**config.mk**
```make
export PLATFORM = sky130hd
export DESIGN_NAME = sliding_window_sender
export DESIGN_NICKNAME = d
export VERILOG_FILES = /design/src/hw/rtl/sws_pkg.sv /design/src/hw/rtl/sliding_window_sender.sv
export SDC_FILE = /design/constraint.sdc
export NUM_CORES = 2
export LEC_CHECK = 0
export BUFFER_PORTS_ARGS = -buffer_cell sky130_fd_sc_hd__buf_2
export CORE_MARGIN = 4
export CORE_UTILIZATION = 46
export CTS_BUF_LIST = sky130_fd_sc_hd__clkbuf_16
export DETAILED_ROUTE_END_ITERATION = 8
export HOLD_SLACK_MARGIN = 0.03
export PLACE_DENSITY_LB_ADDON = 0.12
export SLEW_MARGIN = 15
export SYNTH_ARGS = -nofsm -noshare
export SYNTH_HDL_FRONTEND = slang
export SYNTH_SLANG_ARGS = --single-unit
```
**constraint.sdc**
```tcl
create_clock -name clk_i -period 9.6 [get_ports clk_i]
set_input_delay 1.44 -clock clk_i [delete_from_list [all_inputs] [get_ports clk_i]]
set_output_delay 1.44 -clock clk_i [all_outputs]
set_load 0.05 [all_outputs]
```
**src/hw/rtl/sws_pkg.sv**
```systemverilog
// shared types and constants of the sliding window sender
// no dependencies; imported by sliding_window_sender
package sws_pkg;

  localparam int unsigned WINDOW_MAX = 16;
  localparam int unsigned RING_AW    = $clog2(WINDOW_MAX);
  localparam int unsigned CNT_W      = RING_AW + 1;
  localparam int unsigned SEQ_W      = 32;
  localparam int unsigned DATA_W     = 64;
  localparam int unsigned WIN_W      = 5;
  localparam int unsigned STEP_W     = 16;
  localparam int unsigned ADDR_W     = 3;

  // register indexes, decoded from paddr[2]
  localparam logic REG_WINDOW_SIZE = 1'b0;
  localparam logic REG_SEQ_STEP    = 1'b1;

  typedef enum logic [1:0] {
    FUNC_SEND  = 2'd0,
    FUNC_ACK   = 2'd1,
    FUNC_TIMER = 2'd2,
    FUNC_NONE  = 2'd3
  } func_e;

  typedef enum logic [1:0] {
    ACT_TX     = 2'd0,
    ACT_STOP   = 2'd1,
    ACT_START  = 2'd2,
    ACT_REFUSE = 2'd3
  } action_e;

  typedef enum logic [10:0] {
    S_IDLE       = 11'b000_0000_0001,
    S_SEND_START = 11'b000_0000_0010,
    S_ACK_RD     = 11'b000_0000_0100,
    S_ACK_EV     = 11'b000_0000_1000,
    S_ACK_START  = 11'b000_0001_0000,
    S_DUP_RD     = 11'b000_0010_0000,
    S_DUP_CHK    = 11'b000_0100_0000,
    S_TMO_RD     = 11'b000_1000_0000,
    S_TMO_TX     = 11'b001_0000_0000,
    S_TMO_STOP   = 11'b010_0000_0000,
    S_TMO_START  = 11'b100_0000_0000
  } state_e;

  // a is above b modulo 2^32
  function automatic logic is_above(input logic [SEQ_W-1:0] a, input logic [SEQ_W-1:0] b);
    logic [SEQ_W-1:0] diff;
    diff = a - b;
    return (diff != '0) && !diff[SEQ_W-1];
  endfunction

endpackage

```
**src/hw/rtl/sliding_window_sender.sv**
```systemverilog
// sliding window sender: top level, control sequencer and packet ring memory
// depends on sws_pkg
//
// usage
//   command channel: an item (func, payload word, ack number, checksum flag) is
//   taken at a rising edge with start high and busy low. results leave at most one
//   per cycle on the result ports, each marked by result_valid_o for one cycle;
//   last_o flags the final result of an item. the receiver cannot stall, so
//   results are simply pushed out as they are produced.
//   configuration: apb-style port, window_size at byte address 0, seq_step at
//   byte address 4. write only while busy is low and no results are pending.
// result sequence
//   a send or a refusal gives its first result in the cycle after the item is
//   taken; an item that reads the ring gives it after a read state, the ring read
//   register and the result register. the ring sits in a synchronous memory with
//   a registered read, which sets the pace of everything that looks at held packets:
//     send: tx, then start; refused send: one refuse result; corrupt or plain
//     duplicate ack, empty timer expiry: no result, back to idle
//     advancing ack: each held packet read, then stop; a kept packet also gets start
//     fast retransmit search: packets read in order; tx of the first that matches the ack
//     timer expiry: oldest packet read, then tx, stop, start. busy stays high until done
// reset
//   ring empty, base, next sequence number and duplicate tracker cleared,
//   window_size 4, seq_step 21. ring memory contents are not cleared.
module sliding_window_sender
  import sws_pkg::*;
(
  input  logic                   clk_i,
  input  logic                   rst_ni,
  // command channel
  input  logic                   start,
  output logic                   busy,
  input  logic [1:0]             func_i,
  input  logic [DATA_W-1:0]      payload_word_i,
  input  logic [SEQ_W-1:0]       ack_number_i,
  input  logic                   ack_checksum_ok_i,
  // result channel
  output logic                   result_valid_o,
  output logic [1:0]             action_o,
  output logic [SEQ_W-1:0]       seq_number_o,
  output logic [DATA_W-1:0]      packet_data_o,
  output logic                   last_o,
  // configuration port
  input  logic                   psel,
  input  logic                   penable,
  input  logic                   pwrite,
  input  logic [ADDR_W-1:0]      paddr,
  input  logic [31:0]            pwdata,
  output logic [31:0]            prdata,
  output logic                   pready
);

  // configuration registers
  logic [WIN_W-1:0]  window_size_q;
  logic [STEP_W-1:0] seq_step_q;

  // sequencer state
  state_e            state_q, state_d;
  logic [RING_AW-1:0] ring_head_q, ring_head_d;
  logic [CNT_W-1:0]  held_count_q, held_count_d;
  logic [SEQ_W-1:0]  window_base_q, window_base_d;
  logic [SEQ_W-1:0]  next_seq_q, next_seq_d;
  logic [SEQ_W-1:0]  last_dup_ack_q, last_dup_ack_d;
  logic [1:0]        dup_count_q, dup_count_d;
  logic [CNT_W-1:0]  idx_q, idx_d;
  logic [CNT_W-1:0]  retired_q, retired_d;
  logic              retiring_q, retiring_d;
  logic [SEQ_W-1:0]  ack_q, ack_d;

  // result register
  logic              res_valid_q, res_valid_d;
  action_e           res_action_q, res_action_d;
  logic [SEQ_W-1:0]  res_seq_q, res_seq_d;
  logic [DATA_W-1:0] res_data_q, res_data_d;
  logic              res_last_q, res_last_d;

  // ring memory: {seq, data} per entry
  logic [SEQ_W+DATA_W-1:0] ring_mem [WINDOW_MAX];
  logic [SEQ_W+DATA_W-1:0] rd_data_q;
  logic [RING_AW-1:0]      rd_addr, wr_addr;
  logic                    mem_we;
  logic [SEQ_W-1:0]        rd_seq;
  logic [DATA_W-1:0]       rd_payload;

  logic              accept;
  logic              cfg_we;
  logic [CNT_W-1:0]  limit;
  logic              window_full;
  logic              is_last_entry;
  logic              below;

  assign accept  = start && (state_q == S_IDLE);
  assign busy    = (state_q != S_IDLE);
  assign cfg_we  = psel && penable && pwrite && pready;
  assign pready  = 1'b1;

  // window limit saturates at the ring depth
  assign limit       = (window_size_q > WIN_W'(WINDOW_MAX)) ? CNT_W'(WINDOW_MAX)
                                                            : CNT_W'(window_size_q);
  assign window_full = (held_count_q >= limit);

  assign rd_addr    = ring_head_q + idx_q[RING_AW-1:0];
  assign wr_addr    = ring_head_q + held_count_q[RING_AW-1:0];
  assign rd_seq     = rd_data_q[SEQ_W+DATA_W-1:DATA_W];
  assign rd_payload = rd_data_q[DATA_W-1:0];

  assign is_last_entry = ((idx_q + CNT_W'(1)) == held_count_q);
  assign below         = retiring_q && is_above(ack_q, rd_seq);

  // configuration register file
  always_ff @(posedge clk_i or negedge rst_ni) begin
    if (!rst_ni) begin
      window_size_q <= WIN_W'(4);
      seq_step_q    <= STEP_W'(21);
    end else if (cfg_we) begin
      case (paddr[2])
        REG_WINDOW_SIZE: window_size_q <= pwdata[WIN_W-1:0];
        REG_SEQ_STEP:    seq_step_q    <= pwdata[STEP_W-1:0];
        default:         ;
      endcase
    end
  end

  always_comb begin
    case (paddr[2])
      REG_WINDOW_SIZE: prdata = {{(32-WIN_W){1'b0}}, window_size_q};
      REG_SEQ_STEP:    prdata = {{(32-STEP_W){1'b0}}, seq_step_q};
      default:         prdata = '0;
    endcase
  end

  // ring memory, written only on a send that is not refused; the read taken while writing is unused
  always_ff @(posedge clk_i) begin
    if (mem_we) begin
      ring_mem[wr_addr] <= {next_seq_q, payload_word_i};
    end
    rd_data_q <= ring_mem[rd_addr];
  end

  always_comb begin
    state_d        = state_q;
    ring_head_d    = ring_head_q;
    held_count_d   = held_count_q;
    window_base_d  = window_base_q;
    next_seq_d     = next_seq_q;
    last_dup_ack_d = last_dup_ack_q;
    dup_count_d    = dup_count_q;
    idx_d          = idx_q;
    retired_d      = retired_q;
    retiring_d     = retiring_q;
    ack_d          = ack_q;
    mem_we         = 1'b0;

    res_valid_d  = 1'b0;
    res_action_d = ACT_TX;
    res_seq_d    = '0;
    res_data_d   = '0;
    res_last_d   = 1'b0;

    case (state_q)
      S_IDLE: begin
        if (accept) begin
          ack_d      = ack_number_i;
          idx_d      = '0;
          retired_d  = '0;
          retiring_d = 1'b1;
          case (func_i)
            FUNC_SEND: begin
              res_valid_d = 1'b1;
              res_seq_d   = next_seq_q;
              if (window_full) begin
                res_action_d = ACT_REFUSE;
                res_last_d   = 1'b1;
              end else begin
                mem_we       = 1'b1;
                held_count_d = held_count_q + CNT_W'(1);
                res_action_d = ACT_TX;
                res_data_d   = payload_word_i;
                state_d      = S_SEND_START;
              end
            end
            FUNC_ACK: begin
              if (ack_checksum_ok_i) begin
                if (is_above(ack_number_i, window_base_q)) begin
                  window_base_d  = ack_number_i;
                  last_dup_ack_d = ack_number_i;
                  dup_count_d    = '0;
                  if (held_count_q != '0) begin
                    state_d = S_ACK_RD;
                  end
                end else if (ack_number_i == last_dup_ack_q) begin
                  if (dup_count_q != 2'd3) begin
                    dup_count_d = dup_count_q + 2'd1;
                    // third identical duplicate triggers the fast retransmit search
                    if (dup_count_q == 2'd2 && held_count_q != '0) begin
                      state_d = S_DUP_RD;
                    end
                  end
                end else begin
                  last_dup_ack_d = ack_number_i;
                  dup_count_d    = 2'd1;
                end
              end
            end
            FUNC_TIMER: begin
              if (held_count_q != '0) begin
                state_d = S_TMO_RD;
              end
            end
            default: ;
          endcase
        end
      end

      S_SEND_START: begin
        res_valid_d  = 1'b1;
        res_action_d = ACT_START;
        res_seq_d    = next_seq_q;
        res_last_d   = 1'b1;
        next_seq_d   = next_seq_q + SEQ_W'(seq_step_q);
        state_d      = S_IDLE;
      end

      S_ACK_RD: begin
        state_d = S_ACK_EV;
      end

      S_ACK_EV: begin
        res_valid_d  = 1'b1;
        res_action_d = ACT_STOP;
        res_seq_d    = rd_seq;
        if (below) begin
          res_last_d = is_last_entry;
          retired_d  = retired_q + CNT_W'(1);
          idx_d      = idx_q + CNT_W'(1);
          if (is_last_entry) begin
            ring_head_d  = ring_head_q + retired_d[RING_AW-1:0];
            held_count_d = held_count_q - retired_d;
            state_d      = S_IDLE;
          end else begin
            state_d = S_ACK_RD;
          end
        end else begin
          retiring_d = 1'b0;
          state_d    = S_ACK_START;
        end
      end

      S_ACK_START: begin
        res_valid_d  = 1'b1;
        res_action_d = ACT_START;
        res_seq_d    = rd_seq;
        res_last_d   = is_last_entry;
        idx_d        = idx_q + CNT_W'(1);
        if (is_last_entry) begin
          ring_head_d  = ring_head_q + retired_q[RING_AW-1:0];
          held_count_d = held_count_q - retired_q;
          state_d      = S_IDLE;
        end else begin
          state_d = S_ACK_RD;
        end
      end

      S_DUP_RD: begin
        state_d = S_DUP_CHK;
      end

      S_DUP_CHK: begin
        if (rd_seq == ack_q) begin
          res_valid_d  = 1'b1;
          res_action_d = ACT_TX;
          res_seq_d    = rd_seq;
          res_data_d   = rd_payload;
          res_last_d   = 1'b1;
          state_d      = S_IDLE;
        end else if (is_last_entry) begin
          state_d = S_IDLE;
        end else begin
          idx_d   = idx_q + CNT_W'(1);
          state_d = S_DUP_RD;
        end
      end

      S_TMO_RD: begin
        state_d = S_TMO_TX;
      end

      S_TMO_TX: begin
        res_valid_d  = 1'b1;
        res_action_d = ACT_TX;
        res_seq_d    = rd_seq;
        res_data_d   = rd_payload;
        state_d      = S_TMO_STOP;
      end

      S_TMO_STOP: begin
        res_valid_d  = 1'b1;
        res_action_d = ACT_STOP;
        res_seq_d    = rd_seq;
        state_d      = S_TMO_START;
      end

      S_TMO_START: begin
        res_valid_d  = 1'b1;
        res_action_d = ACT_START;
        res_seq_d    = rd_seq;
        res_last_d   = 1'b1;
        state_d      = S_IDLE;
      end

      default: begin
        state_d = S_IDLE;
      end
    endcase
  end

  // control state
  always_ff @(posedge clk_i or negedge rst_ni) begin
    if (!rst_ni) begin
      state_q        <= S_IDLE;
      ring_head_q    <= '0;
      held_count_q   <= '0;
      window_base_q  <= '0;
      next_seq_q     <= '0;
      last_dup_ack_q <= '0;
      dup_count_q    <= '0;
      idx_q          <= '0;
      retired_q      <= '0;
      retiring_q     <= 1'b0;
      res_valid_q    <= 1'b0;
    end else begin
      state_q        <= state_d;
      ring_head_q    <= ring_head_d;
      held_count_q   <= held_count_d;
      window_base_q  <= window_base_d;
      next_seq_q     <= next_seq_d;
      last_dup_ack_q <= last_dup_ack_d;
      dup_count_q    <= dup_count_d;
      idx_q          <= idx_d;
      retired_q      <= retired_d;
      retiring_q     <= retiring_d;
      res_valid_q    <= res_valid_d;
    end
  end

  // payload registers
  always_ff @(posedge clk_i) begin
    ack_q        <= ack_d;
    res_action_q <= res_action_d;
    res_seq_q    <= res_seq_d;
    res_data_q   <= res_data_d;
    res_last_q   <= res_last_d;
  end

  assign result_valid_o = res_valid_q;
  assign action_o       = res_action_q;
  assign seq_number_o   = res_seq_q;
  assign packet_data_o  = res_data_q;
  assign last_o         = res_last_q;

  // checks
  a_state_onehot: assert property (@(posedge clk_i) disable iff (!rst_ni)
    $onehot(state_q))
    else $error("sequencer state not one-hot");

  a_count_bound: assert property (@(posedge clk_i) disable iff (!rst_ni)
    held_count_q <= CNT_W'(WINDOW_MAX))
    else $error("ring holds more packets than it has entries");

  a_open_item_busy: assert property (@(posedge clk_i) disable iff (!rst_ni)
    (res_valid_q && !res_last_q) |-> busy)
    else $error("new item could be taken before the current one finished");

  a_refuse: assert property (@(posedge clk_i) disable iff (!rst_ni)
    (accept && func_i == FUNC_SEND && window_full) |=>
      (res_valid_q && res_action_q == ACT_REFUSE && res_last_q && !busy))
    else $error("full window send not refused in one result");

  a_walk_in_range: assert property (@(posedge clk_i) disable iff (!rst_ni)
    (state_q == S_ACK_EV || state_q == S_DUP_CHK) |-> (idx_q < held_count_q))
    else $error("ring walk beyond held packets");

endmodule
```
# Yosys cells after proc, flatten, opt, wreduce, memory -nomap -nowiden
# Memory sizes are Yosys's and may differ from the RTL's. A register that Yosys moved wholly into a read port is not among the register bits.
# Index checks and enable logic that the tools add are counted.
totals:
  mem_bits_rw: 1536
  in_bits: 140
  word_cells: 178
  out_inout_bits: 134
  ff_bits: 282
  memories: 1
op_classes:
  n_reduce_logical: 34
  n_bitwise: 1
  eq_ne: 38
  order_cmp: 2
  addsub: 13
  muxes: 71
mem_list:
  columns: ["name", "depth", "word_bits", "read_ports", "rd_clocked_by_memory_dff", "write_ports", "line_no", "text"]
  rows:
  - ["ring_mem", 16, 96, 1, 1, 1, "sliding_window_sender.sv:78", "logic [SEQ_W+DATA_W-1:0] ring_mem [WINDOW_MAX];"]
ops:
  columns: ["operator", "n"]
  rows:
  - ["$mux W64", 4]
  - ["$pmux W64 S3", 1]
  - ["$mux W32", 5]
  - ["$pmux W32 S4", 1]
  - ["$mux W11", 10]
  - ["$pmux W11 S9", 1]
  - ["$eq A32 B32 Y1", 2]
  - ["$pmux W32 S2", 1]
  - ["$reduce_bool A32 Y1", 2]
  - ["$sub A32 B32 Y32", 2]
  - ["$mux W5", 12]
  - ["$pmux W11 S3", 1]
  - ["$add A32 B16 Y32", 1]
  - ["$ne A2 B2 Y1 const B", 10]
  - ["$pmux W5 S4", 1]
  - ["$reduce_and A5 Y1", 4]
  - ["$add A4 B4 Y4", 4]
  - ["$ne A4 B4 Y1 const B", 4]
  - ["$add A5 B1 Y5 const B", 3]
  - ["$mux W1", 15]
  - ["$pmux W5 S3", 1]
  - ["$mux W2", 6]
  - ["$mux W4", 3]
  - ["$mux W6", 2]
  - ["47 further kinds", 63]

# Logic depth before layout (Yosys ltp)
logic_depth:
  depth_word: 10
  depth_mapped: 17
  mapped_depth_nobuf: 15

# Worst setup path after synthesis
# OpenSTA, ideal clock, no wires.
synth_path:
  kind: "register to register"
  startpoint: "register state_q[5]"
  endpoint: "memory ring_mem[8][0] in the netlist's numbering, enable pin"
  setup_ns: 0.668
  period_less_slack_ns: 10.095
  setup_slack_ns: -0.495
  stages_incl_launch_ff: 12
  arrival_time_ns: 9.427
  n_path_buf: 1
  required_time_ns: 8.932
  cell_sequence: "dfrtp_1 -> nor3_1 -> nand2_1 -> or3_1 -> nor4b_1 -> and2_2 -> buf_2 -> nand2_1 -> nor2_1 -> and2_1 -> nand2_1 -> nor3_1"
synth_via:
  elab_chain_cells: 6
synth_rtl:
  columns: ["element", "line_no", "text"]
  rows:
  - ["start: declaration", "sliding_window_sender.sv:58", "state_e state_q, state_d;"]
  - ["start signal: assignment", "sliding_window_sender.sv:332", "state_q <= state_d;"]
  - ["$eq A11 B1 Y1 *", "sliding_window_sender.sv:92, sliding_window_sender.sv:160", null]
  - ["$logic_and A1 B1 Y1", "sliding_window_sender.sv:92", "assign accept = start && (state_q == S_IDLE);"]
  - ["$mux W1", "sliding_window_sender.sv:162", "if (accept) begin"]
  - ["$mux W1 *", "sliding_window_sender.sv:160", "case (state_q)"]
  - ["$mux W1 *", "sliding_window_sender.sv:134", "if (mem_we) begin"]
  - ["$mux W1 (implied by the code) *", "sliding_window_sender.sv:135", "ring_mem[wr_addr] <= {next_seq_q, payload_word_i};"]
  - ["end: declaration", "sliding_window_sender.sv:78", null]
# Every way passes the cells marked *; elsewhere a longest branch is shown, timed or not.

# Worst setup path after layout
layout_path:
  startpoint: "register state_q[6]"
  endpoint: "memory ring_mem[14][82] in the netlist's numbering, enable pin"
# Same word-level chain as after synthesis.

==> impl_metrics.yaml <==
floorplan:
  dieArea_um2: 173900
  io_pins: 274
  initial_core_util_pct: 46.49
  chipWidth_um: 417.0
  core_area_um2: 165500
  dieHeight_um: 417.0
  rows: 149
worst_setup_path:
  endpoint_kind: "flip-flop"
  critPathKind: "flip-flop to flip-flop"
  timing.rr.end: "ring_mem[14][82]$_DFFE_PP_"
  arrival_ns: 6.44
  start_kind: "flip-flop"
  crit_start: "state_q[6]$_DFFE_PN0P_"
  cp.required_ns: 10.04
  path_cells: "nor3_1, nand2_1, or3_1, nor4b_1, and2_2, buf_4, nand2_1, nor2_4, and2_1, nand2_1, nor2_4, buf_4, buf_4"
  r2r_slack_ns: 3.60
  critical-path-top-delay-family: "simple AND/OR/NAND/NOR gates"
  worst-path-stages: 13
  worst-path-buf-inv: 3
  critPathMaxFanout: 42
  cp_slowest_cell: "nor4b_1"
  r2r-start: "state_q[6]$_DFFE_PN0P_"
  cpPeakStageDelay_ns: 0.73
  ff2ff_path_depth: 13
clock_network:
  clk_pin_slew_worst_paths_ns: 0.06
  cts_max_path_buffers: 3
  ctsHoldBuffers: 0
  cts_made_buffers: 197
  insertion_delay_ns: 0.83
  postCtsSetupBuffers: 0
  clockRootBuffer: "clkbuf_16"
  cts_max_level: 4
  cts_tree: "built"
  clock-sinks: 1914
  cts_resized: 0
timing:
  slew_viol_final: 0
  fin_skew_ns: 0.02861
  relSlewSlack_pct: 18.29
  setup_viol: 0
  setup_tns_ns: 0
  rsz0062_at_grt: "no"
  post-route-min-period_ns: 5.995
  max_freq_mhz: 166.8
  min_period_over_period_pct: 62.45
  worst_slew_pin_slew_ns: 1.220
  hold_ws_ns: 0.4392
  hold_viol_final: 0
synthesis:
  synthArstFlopShare_pct: 7.889
  yosysTopAreaCell: "edfxtp_1"
  syn-mean-instance-area_um2: 17.20
  yosys_most_used_dff: "edfxtp_1"
  synth_top_area_share_pct: 61.18
  seq_area_frac_synth_pct: 71.18
  synth_cell_types: 107
  synth.area.top_cells: "edfxtp_1, mux4_2, dfxtp_1"
  synth.cell_area_um2: 76960
  synthCells: 4474
  synth_edf_count: 1568
  synth_seq_cells: 1914
  yosysWarnings: 0
drt:
  initialDrtViolationCount: 3613
  ant_nets: 0
  vias_per_cell: 5.753
  via_count: 40990
  wl_um: 192500
  route.detailed.drc: 0
  wl_per_cell_um: 27.02
  drt-pass1-iter-count: 7
placement:
  dp_hpwl_um: 102600
  gp_congestion: 0.8478
  io_buffer_count: 238
final_layout:
  area.growth.synth_to_final_pct: 13.30
  finish.net_count: 5003
  layout_common_cells: "edfxtp_1, nand2_1, mux4_2"
  final_common_cell: "edfxtp_1"
  drive_above_1_share_pct: 23.02
  final_util_pct: 52.67
min_path:
  hold_path.class: "flip-flop to flip-flop"
  hp-start: "rd_data_q[48]$_DFF_P_"
  hold_path_depth: 1
  hold_end: "packet_data_o[48]$_DFF_P_"
power_and_ir_drop:
  ir_drop_v: 0.0002282
  cellLeakagePower_nw: 30.61
  finalPower_mw: 20.99
  powerDensity_nw_per_um2: 240.8
grt:
  first_global_vias: 41800
  grt_max_degree: 137
  grt_pass1_wl_um: 283300
  antenna_found_initial: 18
  grt-ovfl-total: 0
  grt_usage_pct: 22.11
status:
  outcome: "completed"
run:
  drv_cap: 0
-- Yosys cell counts (63+ instances only) --
library cell  instances
buf_1                63
xor2_1               71
dfrtp_1             146
edfxtp_1           1568
ha_1                103
nand2_1             504
mux2_2               66
a22o_1               96
dfxtp_1             195
inv_1               104
clkbuf_1            129
a21oi_1              91
and3_1              109
o21ai_0              85
a31oi_1             110
mux4_2              384
nor2_1              103
-- metal layers --
layer,part of all wire [%],wire length (um),up-vias,global-route usage (%)
li1,-,-,18140,-
met1,44,85480,21650,31.28
met2,49,94370,959,36.39
met3,4.5,8747,236,3.507
met4,2.0,3831,10,5.167
met5,0.031,60,-,0
-- how the worst max path moves through the flow --
| stage | endpoint | slack, ns |
|---|---|---|
| 2_1_floorplan | ring_mem[11][0]$_DFFE_PP_ | 2.08 |
| 3_3_place_gp | ring_mem[14][82]$_DFFE_PP_ | 3.58 |
| 3_5_place_dp | ring_mem[5][40]$_DFFE_PP_ | 3.46 |
| 4_1_cts | ring_mem[14][82]$_DFFE_PP_ | 3.40 |
| 5_1_grt | ring_mem[14][82]$_DFFE_PP_ | 3.05 |
| 6_report | ring_mem[14][82]$_DFFE_PP_ | 3.60 |
-- where the power goes --
group	switching, mW	leakage, nW	internal [mW]
logic	2.09	9.88	1.39
registers	0.417	17.4	9.57
clock network	3.20	3.38	4.34
total	5.70	30.6	15.3
-- cell type report --
type                            count  area [um2]
Inverter                          104       390.4
Clock inverter                    176        1464
Sequential cell                  1914       54770
Timing Repair Buffer              307        1861
Antenna cell                        6       15.01
Fill cell                       13520       78360
Tap cell                         2189        2739
Clock buffer                      199        4980
Multi-Input combinational cell   2230       20970
-- cell families (layout without fill, tap and decap cells) --
group	count (synthesis)	in the layout	synth area share, %
flip-flops	1914	1914	71.18
other	2	23	0.009759
AND/OR/NAND/NOR	951	951	5.778
adder cells (fa/ha/maj)	109	109	1.831
buffers and inverters	345	786	1.938
AO/OA/AOI/OAI	547	547	5.006
XOR/XNOR	115	115	1.309
multiplexers	491	491	12.95
-- registers in the layout, indices dropped and copies added (netlist names), 16 cells and up --
signal          count
seq_number_o       32
window_base_q      32
ack_q              32
seq_step_q         16
next_seq_q         32
last_dup_ack_q     32
packet_data_o      64
ring_mem         1536
rd_data_q          96
-- stage by stage --
step / instance area, um2 / std cells / setup slack, ns
finish: 87190 / 7125 / 3.605
global route: 87180 / 7120 / 3.050
CTS: 87180 / 7119 / 3.402
detailed placement: 80730 / 6744 / 3.462
global placement: 80720 / 6743 / 3.579
floorplan: 77030 / 4489 / 2.083
No activity file was read; power rests on OpenSTA's default activity.
